$ cat src/hw/rtl/bilinear_texel_sampler_unit_defines.svh
// ---------------------------------------------------------------------------
// Assertion macros used by the sampler back end (bts_back)
// ---------------------------------------------------------------------------
`ifndef BILINEAR_TEXEL_SAMPLER_UNIT_DEFINES_SVH
`define BILINEAR_TEXEL_SAMPLER_UNIT_DEFINES_SVH
// implication checked every clock, quiet in reset
`define BTS_ASSERT_IMP(lbl, ante, cons, msg) \
  lbl: assert property (@(posedge clk) disable iff (rst) (ante) |-> (cons)) else $error(msg);
// next-cycle implication
`define BTS_ASSERT_NXT(lbl, ante, cons, msg) \
  lbl: assert property (@(posedge clk) disable iff (rst) (ante) |=> (cons)) else $error(msg);
`endif

$ cat src/hw/rtl/bts_pkg.sv
// ---------------------------------------------------------------------------
// bts_pkg
// Types, constants and helpers for the bilinear texel sampler.
// ---------------------------------------------------------------------------
`default_nettype none
package bts_pkg;
  localparam int MaxSide   = 256;
  localparam int FracBits  = 8;
  localparam int AddrBits  = 16;
  localparam int TexelCount = 1 << AddrBits;
  localparam int SizeBits  = 9;
  localparam int CoordBits = 24;
  localparam int IntBits   = CoordBits - FracBits;  // integer part width
  localparam int QueueDepth = 4;

  typedef enum logic [0:0] {OP_LOAD = 1'b0, OP_SAMPLE = 1'b1} opcode_t;
  typedef enum logic [1:0] {
    REG_WIDTH = 2'd0, REG_HEIGHT = 2'd1, REG_TILE = 2'd2, REG_SMOOTH = 2'd3
  } reg_index_t;

  typedef struct packed {
    logic                         opcode;
    logic [15:0]                  texel_index;
    logic [31:0]                  texel_color;
    logic signed [CoordBits-1:0]  coord_u;
    logic signed [CoordBits-1:0]  coord_v;
  } in_word_t;

  typedef struct packed {
    logic [7:0] red;
    logic [7:0] green;
    logic [7:0] blue;
    logic [7:0] alpha;
  } out_word_t;

  // classified request handed from front to back
  typedef struct packed {
    logic                is_load;
    logic [AddrBits-1:0] waddr;
    logic [31:0]         wdata;
    logic [AddrBits-1:0] a0, a1, a2, a3;
    logic [FracBits-1:0] su, sv;
  } req_t;

  // effective size 1..MaxSide, as 9 bits
  function automatic logic [SizeBits-1:0] eff_size(input logic [SizeBits-1:0] s);
    if (s == '0) return SizeBits'(1);
    if (s > SizeBits'(MaxSide)) return SizeBits'(MaxSide);
    return s;
  endfunction
endpackage
`default_nettype wire

$ cat src/hw/rtl/bts_wrap.sv
// ---------------------------------------------------------------------------
// bts_wrap
// Pipelined modulo (tiled) or clamp of a signed integer coordinate by a size of 1..256.
// Four stages, restoring subtract of n<<k per step, fixed latency; all
// stages hold while en is low.
// ---------------------------------------------------------------------------
`default_nettype none
module bts_wrap (
  input  wire logic                               clk,
  input  wire logic                               en,
  input  wire logic signed [bts_pkg::IntBits:0]   i,
  input  wire logic [bts_pkg::SizeBits-1:0]       n,
  input  wire logic                               tiled,
  output logic [7:0]                              q
);
  localparam int W = bts_pkg::IntBits + 1;
  localparam int Stages = 4;
  localparam int Per = 5;   // 17-bit magnitude, shifts 16..0 over 4 stages
  localparam int L = Stages - 1;
  logic [W-1:0] mag [Stages];
  logic         neg [Stages];
  logic [bts_pkg::SizeBits-1:0] nn [Stages];
  logic         tl  [Stages];
  logic signed [W-1:0] raw [Stages];
  logic [W-1:0] mag_in;

  // one stage of restoring reduction: subtract n<<sh where it fits
  function automatic logic [W-1:0] reduce(input logic [W-1:0] m_in,
                                          input logic [bts_pkg::SizeBits-1:0] d,
                                          input int s);
    logic [W-1:0] m;
    int sh;
    m = m_in;
    for (int k = 0; k < Per; k++) begin
      sh = (W - 1) - s * Per - k;
      if (sh >= 0) begin
        if ({8'd0, m} >= ({16'd0, d} << sh))
          m = W'({8'd0, m} - ({16'd0, d} << sh));
      end
    end
    return m;
  endfunction

  assign mag_in = i[W-1] ? W'(-i) : W'(i);

  // reduction stages with side data
  always_ff @(posedge clk) begin
    if (en) begin
      mag[0] <= reduce(mag_in, n, 0);
      neg[0] <= i[W-1];
      nn[0]  <= n;
      tl[0]  <= tiled;
      raw[0] <= i;
      for (int s = 1; s < Stages; s++) begin
        mag[s] <= reduce(mag[s-1], nn[s-1], s);
        neg[s] <= neg[s-1];
        nn[s]  <= nn[s-1];
        tl[s]  <= tl[s-1];
        raw[s] <= raw[s-1];
      end
    end
  end

  // final fold: negative remainder moves up by n; clamp path otherwise
  always_comb begin
    logic [bts_pkg::SizeBits-1:0] r;
    r = mag[L][bts_pkg::SizeBits-1:0];
    if (tl[L]) begin
      if (neg[L] && r != '0) r = nn[L] - r;
      q = r[7:0];
    end else if (raw[L] < 0) begin
      q = 8'd0;
    end else if (raw[L] >= $signed({{(W-bts_pkg::SizeBits){1'b0}}, nn[L]})) begin
      q = 8'(nn[L] - bts_pkg::SizeBits'(1));
    end else begin
      q = raw[L][7:0];
    end
  end
endmodule
`default_nettype wire

$ cat src/hw/rtl/bts_front.sv
// ---------------------------------------------------------------------------
// bts_front
// Classifies words, finds tap coordinates, wraps/clamps them and builds
// store addresses. Fixed pipeline with a valid bit per stage; it holds when
// the queue to the back end has no room.
// ---------------------------------------------------------------------------
`default_nettype none
module bts_front (
  input  wire logic                          clk,
  input  wire logic                          rst,
  input  wire logic                          push,
  output logic                               full,
  input  wire bts_pkg::in_word_t             in_word,
  input  wire logic [bts_pkg::SizeBits-1:0]  tex_width,
  input  wire logic [bts_pkg::SizeBits-1:0]  tex_height,
  input  wire logic                          tile_mode,
  input  wire logic                          smooth_mode,
  output logic                               req_valid,
  input  wire logic                          req_ready,
  output bts_pkg::req_t                      req
);
  localparam int IB = bts_pkg::IntBits;
  localparam int WL = 5;  // tap coordinate stage plus the wrap unit stages
  logic [bts_pkg::SizeBits-1:0] w_eff, h_eff;
  logic adv;

  // stage 0: decode and floor
  logic s0_v;
  logic s0_load, s0_smooth;
  logic [15:0] s0_waddr;
  logic [31:0] s0_wdata;
  logic signed [IB:0] s0_bu, s0_bv;
  logic [7:0] s0_su, s0_sv;
  logic signed [bts_pkg::CoordBits:0] fu, fv;

  assign w_eff = bts_pkg::eff_size(tex_width);
  assign h_eff = bts_pkg::eff_size(tex_height);
  // whole pipe moves together; it advances when downstream is ready or the output holds a bubble
  assign adv  = req_ready || !req_valid;
  assign full = !adv;

  always_comb begin
    fu = smooth_mode ? ($signed({in_word.coord_u[23], in_word.coord_u}) - 25'sd128)
                     : $signed({in_word.coord_u[23], in_word.coord_u});
    fv = smooth_mode ? ($signed({in_word.coord_v[23], in_word.coord_v}) - 25'sd128)
                     : $signed({in_word.coord_v[23], in_word.coord_v});
  end

  always_ff @(posedge clk) begin
    if (rst) s0_v <= 1'b0;
    else if (adv) s0_v <= push;
    if (adv) begin
      s0_load   <= (in_word.opcode == bts_pkg::OP_LOAD);
      s0_smooth <= smooth_mode;
      s0_waddr  <= in_word.texel_index;
      s0_wdata  <= in_word.texel_color;
      s0_bu     <= fu[bts_pkg::CoordBits:bts_pkg::FracBits];
      s0_bv     <= fv[bts_pkg::CoordBits:bts_pkg::FracBits];
      s0_su     <= smooth_mode ? fu[7:0] : 8'd0;
      s0_sv     <= smooth_mode ? fv[7:0] : 8'd0;
    end
  end

  // second tap sits one texel past the first in smooth mode
  logic signed [IB:0] bu1, bv1;
  logic [7:0] x0, x1, y0, y1;
  assign bu1 = s0_smooth ? (s0_bu + (IB+1)'(1)) : s0_bu;
  assign bv1 = s0_smooth ? (s0_bv + (IB+1)'(1)) : s0_bv;

  // stage 1: tap coordinates into the wrap units
  logic signed [IB:0] hu0, hu1, hv0, hv1;
  always_ff @(posedge clk) begin
    if (adv) begin
      hu0 <= s0_bu; hu1 <= bu1; hv0 <= s0_bv; hv1 <= bv1;
    end
  end

  // wrap units advance with the rest of the pipe
  bts_wrap u_wx0 (.clk(clk), .en(adv), .i(hu0), .n(w_eff), .tiled(tile_mode), .q(x0));
  bts_wrap u_wx1 (.clk(clk), .en(adv), .i(hu1), .n(w_eff), .tiled(tile_mode), .q(x1));
  bts_wrap u_wy0 (.clk(clk), .en(adv), .i(hv0), .n(h_eff), .tiled(tile_mode), .q(y0));
  bts_wrap u_wy1 (.clk(clk), .en(adv), .i(hv1), .n(h_eff), .tiled(tile_mode), .q(y1));

  // side line (valid, load data, fractions) of matching depth
  logic [WL-1:0] sv_v;
  logic          sd_load [WL];
  logic [15:0]   sd_wa   [WL];
  logic [31:0]   sd_wd   [WL];
  logic [7:0]    sd_su   [WL], sd_sv [WL];
  always_ff @(posedge clk) begin
    if (rst) sv_v <= '0;
    else if (adv) sv_v <= {sv_v[WL-2:0], s0_v};
    if (adv) begin
      sd_load[0] <= s0_load; sd_wa[0] <= s0_waddr; sd_wd[0] <= s0_wdata;
      sd_su[0] <= s0_su; sd_sv[0] <= s0_sv;
      for (int k = 1; k < WL; k++) begin
        sd_load[k] <= sd_load[k-1]; sd_wa[k] <= sd_wa[k-1]; sd_wd[k] <= sd_wd[k-1];
        sd_su[k] <= sd_su[k-1]; sd_sv[k] <= sd_sv[k-1];
      end
    end
  end

  // address: y*w + x, one 8x9 multiply per row
  logic [16:0] r0, r1;
  assign r0 = 17'(y0) * 17'(w_eff);
  assign r1 = 17'(y1) * 17'(w_eff);
  always_comb begin
    req_valid   = sv_v[WL-1];
    req.is_load = sd_load[WL-1];
    req.waddr   = sd_wa[WL-1];
    req.wdata   = sd_wd[WL-1];
    req.su      = sd_su[WL-1];
    req.sv      = sd_sv[WL-1];
    req.a0 = 16'(r0 + 17'(x0));
    req.a1 = 16'(r0 + 17'(x1));
    req.a2 = 16'(r1 + 17'(x0));
    req.a3 = 16'(r1 + 17'(x1));
  end
endmodule
`default_nettype wire

$ cat config.mk
export PLATFORM = sky130hd
export DESIGN_NAME = bts_front
export DESIGN_NICKNAME = d
export VERILOG_FILES = /design/src/hw/rtl/bilinear_texel_sampler_unit_defines.svh /design/src/hw/rtl/bts_pkg.sv /design/src/hw/rtl/bts_wrap.sv /design/src/hw/rtl/bts_front.sv
export SDC_FILE = /design/constraint.sdc
export NUM_CORES = 2
export LEC_CHECK = 0
export BUFFER_PORTS_ARGS = -buffer_cell sky130_fd_sc_hd__buf_4
export CAP_MARGIN = 20
export CORE_ASPECT_RATIO = 0.6
export CORE_MARGIN = 3
export CORE_UTILIZATION = 55
export CTS_CLUSTER_DIAMETER = 30
export DETAILED_ROUTE_END_ITERATION = 6
export MAX_ROUTING_LAYER = met4
export PLACE_DENSITY = 0.84
export SLEW_MARGIN = 25
export SYNTH_ARGS = -nofsm -noshare
export SYNTH_HDL_FRONTEND = slang
export SYNTH_SLANG_ARGS = --single-unit
$ cat constraint.sdc
create_clock -name clk -period 36.6 [get_ports clk]
set_input_delay 1.83 -clock clk [delete_from_list [all_inputs] [get_ports clk]]
set_output_delay 1.83 -clock clk [all_outputs]
set_load 0.005 [all_outputs]
==> reports/results.md <==
* **nets in the synthesized netlist** 7466
* **setup TNS after final layout** 0 ns
* **Via-to-Cell Ratio** 6.06
* **depth of the worst register-to-register path** 55
* **final critical-path setup slack** 21.60 ns
* **setup slack of the worst register-to-register path** 21.60 ns
* **H-tree depth** 4
* **cell types with the largest area share after synthesis** edfxtp_1 (45%), ha_1 (11%), xnor2_1 (4.6%)
* **area of the core** 130000 µm²
* **Crit. End Element** flop
* **Required @ worst endpoint** 37.08 ns
* **Pre-Repair DR Iteration Count** 6
* **cells after synthesis** 6551
* **pin count of the biggest net entering global routing** 192
* **setup repair after global routing missed its margin** no
* **CTS tree** built
* **classification of the worst setup path** reg -> reg
* **IO Count** 252
* **number of pins with negative max-slew slack in the final report** 0
* **initial DRC count** 5913
* **headroom to the max-slew limit** 0.214
* **worst flop-to-flop path startpoint** u_wy1.nn[1][7]$_DFFE_PN_
* **CTS root buf** clkbuf_16
* **area growth from synthesis to layout** 12.5%
* **die area** 135000 µm²
* **vias in the first global route** 49700
* **Yosys top cell by area** edfxtp_1
* **Final min period** 15.00 ns
* **proportion of synthesized chip area in sequential cells** 0.447
* **filler cell count** 9793
* **fraction of registers with async set or reset after synthesis** 0
* **number of rows created at floorplan** 102
* **Hold Violations, Final** 0
* **Final nets** 7752
* **number of remaining DRC errors** 0
* **worst hold-check path type** reg -> reg
* **initial antenna violation count** 11
* **maximum clock skew at final layout** 0.0651 ns
* **highest clock rate** 66.6 MHz
* **top flip-flop cell by instance count after synthesis** edfxtp_1
* **Worst Setup EP** u_wy0.mag[2][8]$_DFFE_PN_
* **number of synthesized register bits** 1075
* **slowest stage cell, crit path** nor2_1
* **post-detailed-route wirelength per cell** 21.3 µm
* **arrival time at the worst endpoint** 15.49 ns
* **Synthesis Warnings** 0
* **EDFF count, synth** 1069
* **period utilization** 0.410
* **HPWL after detailed placement** 139 mm
* **DIE HEIGHT** 286 µm
* **pre-CTS setup slack** 22.04 ns
* **number of routed nets with antenna violations** 0
* **post-CTS resize count** 0
* **crit start category** flop
* **clock transition time at the flip-flop clock pins of the worst setup and hold paths** 0.05 ns
* **post-cts hold buffer count** 0
* **area of the mapped netlist** 72000 µm²
* **status** complete, no violations
* **post-synth cell types** 97
* **wire length of the first global-routing pass** 285 mm
* **most common cell after layout, fill and taps aside** edfxtp_1
* **most frequent cell on the critical path** o21ai_0
* **ratio of cells with drive above 1 in the final layout** 0.123
* **GRT Resource Usage Total** 0.276
* **x dimension of the die** 473 µm
* **port buffer count** 251
* **register area** 32200 µm²
* **pin slew with the least headroom to its limit** 1.17 ns
* **overall routed net length** 185 mm
* **leading cell types in the layout, fill and taps excluded** edfxtp_1 (1069), ha_1 (644), inv_1 (505)
* **Max-cap violations** 0
* **capture point of the worst reg-to-reg path** u_wy0.mag[2][8]$_DFFE_PN_
* **Mean Syn Cell Area** 11.0 µm²
* **CP max FO** 20
* **number of setup violations in the final report** 0
* **total via count after detailed routing** 52600
* **clock tree sinks** 1075
* **final global-route overflow total** 0
* **area of the multi-input gates** 37100 µm²
* **fraction of synthesized cell area taken by the top area cell type** 0.446
* **clock tree buffer depth** 3
* **total clock buffers created by CTS** 154
* **CP max stage delay** 0.80 ns
* **clock insertion delay at the later pin of the skew report** 0.80 ns
* **weighted congestion reported at the end of routability-driven placement** 0.976
* **critical path launch point** u_wy1.nn[1][7]$_DFFE_PN_
* **post-CTS setup buffer count** 0
* **initial standard-cell utilization of the core** 0.556
==> critical path, delay by kind of cell (launching register included) <==
kind | cells | cell delay [ns]
compound gates | 21 | 4.87
simple gates | 19 | 4.83
fa+ha+maj | 5 | 1.75
mux | 5 | 1.69
buf+inv | 5 | 1.14
flops | 1 | 0.38
==> how the worst min path moves through the flow <==
stage                                 startpoint                      end  cells after the start
after global placement     sd_sv[0][2]$_DFFE_PN_   sd_sv[0][10]$_DFFE_PN_                      0
after detailed placement   sd_su[0][5]$_DFFE_PN_   sd_su[0][13]$_DFFE_PN_                      0
after CTS                  s0_waddr[2]$_DFFE_PN_    sd_wa[0][2]$_DFFE_PN_                      0
after floorplan                s0_load$_DFFE_PN_  sd_load[0][0]$_DFFE_PN_                      0
after global routing      s0_waddr[12]$_DFFE_PN_   sd_wa[0][12]$_DFFE_PN_                      0
final                     s0_waddr[12]$_DFFE_PN_   sd_wa[0][12]$_DFFE_PN_                      0
==> final cells by class <==
cell class | count | share of cell area
Multi-Input combinational cell | 4795 | 0.457
Sequential cell | 1075 | 0.398
Clock buffer | 169 | 0.0486
Timing Repair Buffer | 300 | 0.0286
Tap cell | 1716 | 0.0265
Inverter | 511 | 0.0237
Clock inverter | 113 | 0.0174
Antenna cell | 8 | 0.000247
==> synthesized netlist by cell type (24+ instances only) <==
cell type  number
o21a_1         52
a21oi_1       408
nor4_1         65
clkbuf_1       97
o21bai_1       91
a31oi_1        25
nand3_1        78
nor3_1         95
and2_1         70
or2_2          43
mux2i_1        97
ha_1          644
nor2_1        422
xnor2_1       381
xor2_1        180
nand4_1        98
o31ai_1        32
buf_4          66
nand2_1       459
nand2b_1      117
o21ai_0       321
a21o_1        186
a211oi_1       37
edfxtp_1     1069
o211ai_1       24
inv_1         505
nor2b_1       103
mux2_2        212
and3_1         24
or4_1          34
fa_1          150
a21boi_0       29
or3_1          34
==> state kept, by name, indices dropped and copies added, names as in the netlist, 9 cells and up <==
name       count
sd_wd        160
sd_wa         80
u_wx1.raw     63
u_wy1.raw     63
u_wy0.raw     62
u_wx0.raw     61
u_wx0.mag     60
u_wx1.mag     60
u_wy0.mag     59
u_wy1.mag     59
sd_su         40
sd_sv         40
s0_wdata      32
u_wx0.nn      27
u_wy1.nn      27
hu0           17
hu1           17
hv0           17
hv1           17
s0_bu         17
s0_bv         17
s0_waddr      16
u_wx1.nn       9
u_wy0.nn       9
==> metal layers <==
layer | part of all wire | global-route usage | up-vias
li1 | - | - | 24600
met1 | 0.46 | 0.427 | 25200
met2 | 0.40 | 0.361 | 2652
met3 | 0.12 | 0.0707 | 217
met4 | 0.016 | 0.0589 | 0
met5 | 0 | - | -
==> stage by stage <==
step / utilization / area, µm² / instances / hold WS (ns)
final: 0.625 / 81000 / 8687 / 0.399
after global routing: 0.625 / 81000 / 8686 / 0.397
after CTS: 0.625 / 81000 / 8678 / 0.397
after detailed placement: 0.584 / 75600 / 8396 / 0.405
after global placement: 0.584 / 75600 / 8396 / 0.400
after floorplan: - / 72000 / 6551 / 0.400
==> cells by family (layout without fill, tap and decap cells) <==
logic type               after synthesis  count (layout)  synth area share
buffers and inverters                681            1093            0.0390
other                                  0               8                 0
flip-flops                          1075            1075             0.447
AND/OR/NAND/NOR                     1719            1719             0.119
AO/OA/AOI/OAI                       1404            1404             0.125
adder cells (fa/ha/maj)              794             794             0.154
XOR/XNOR                             561             561            0.0682
multiplexers                         317             317            0.0479
Power is not shown: default switching activity piles up to over one toggle a cycle in this logic, so the estimate is an artifact.
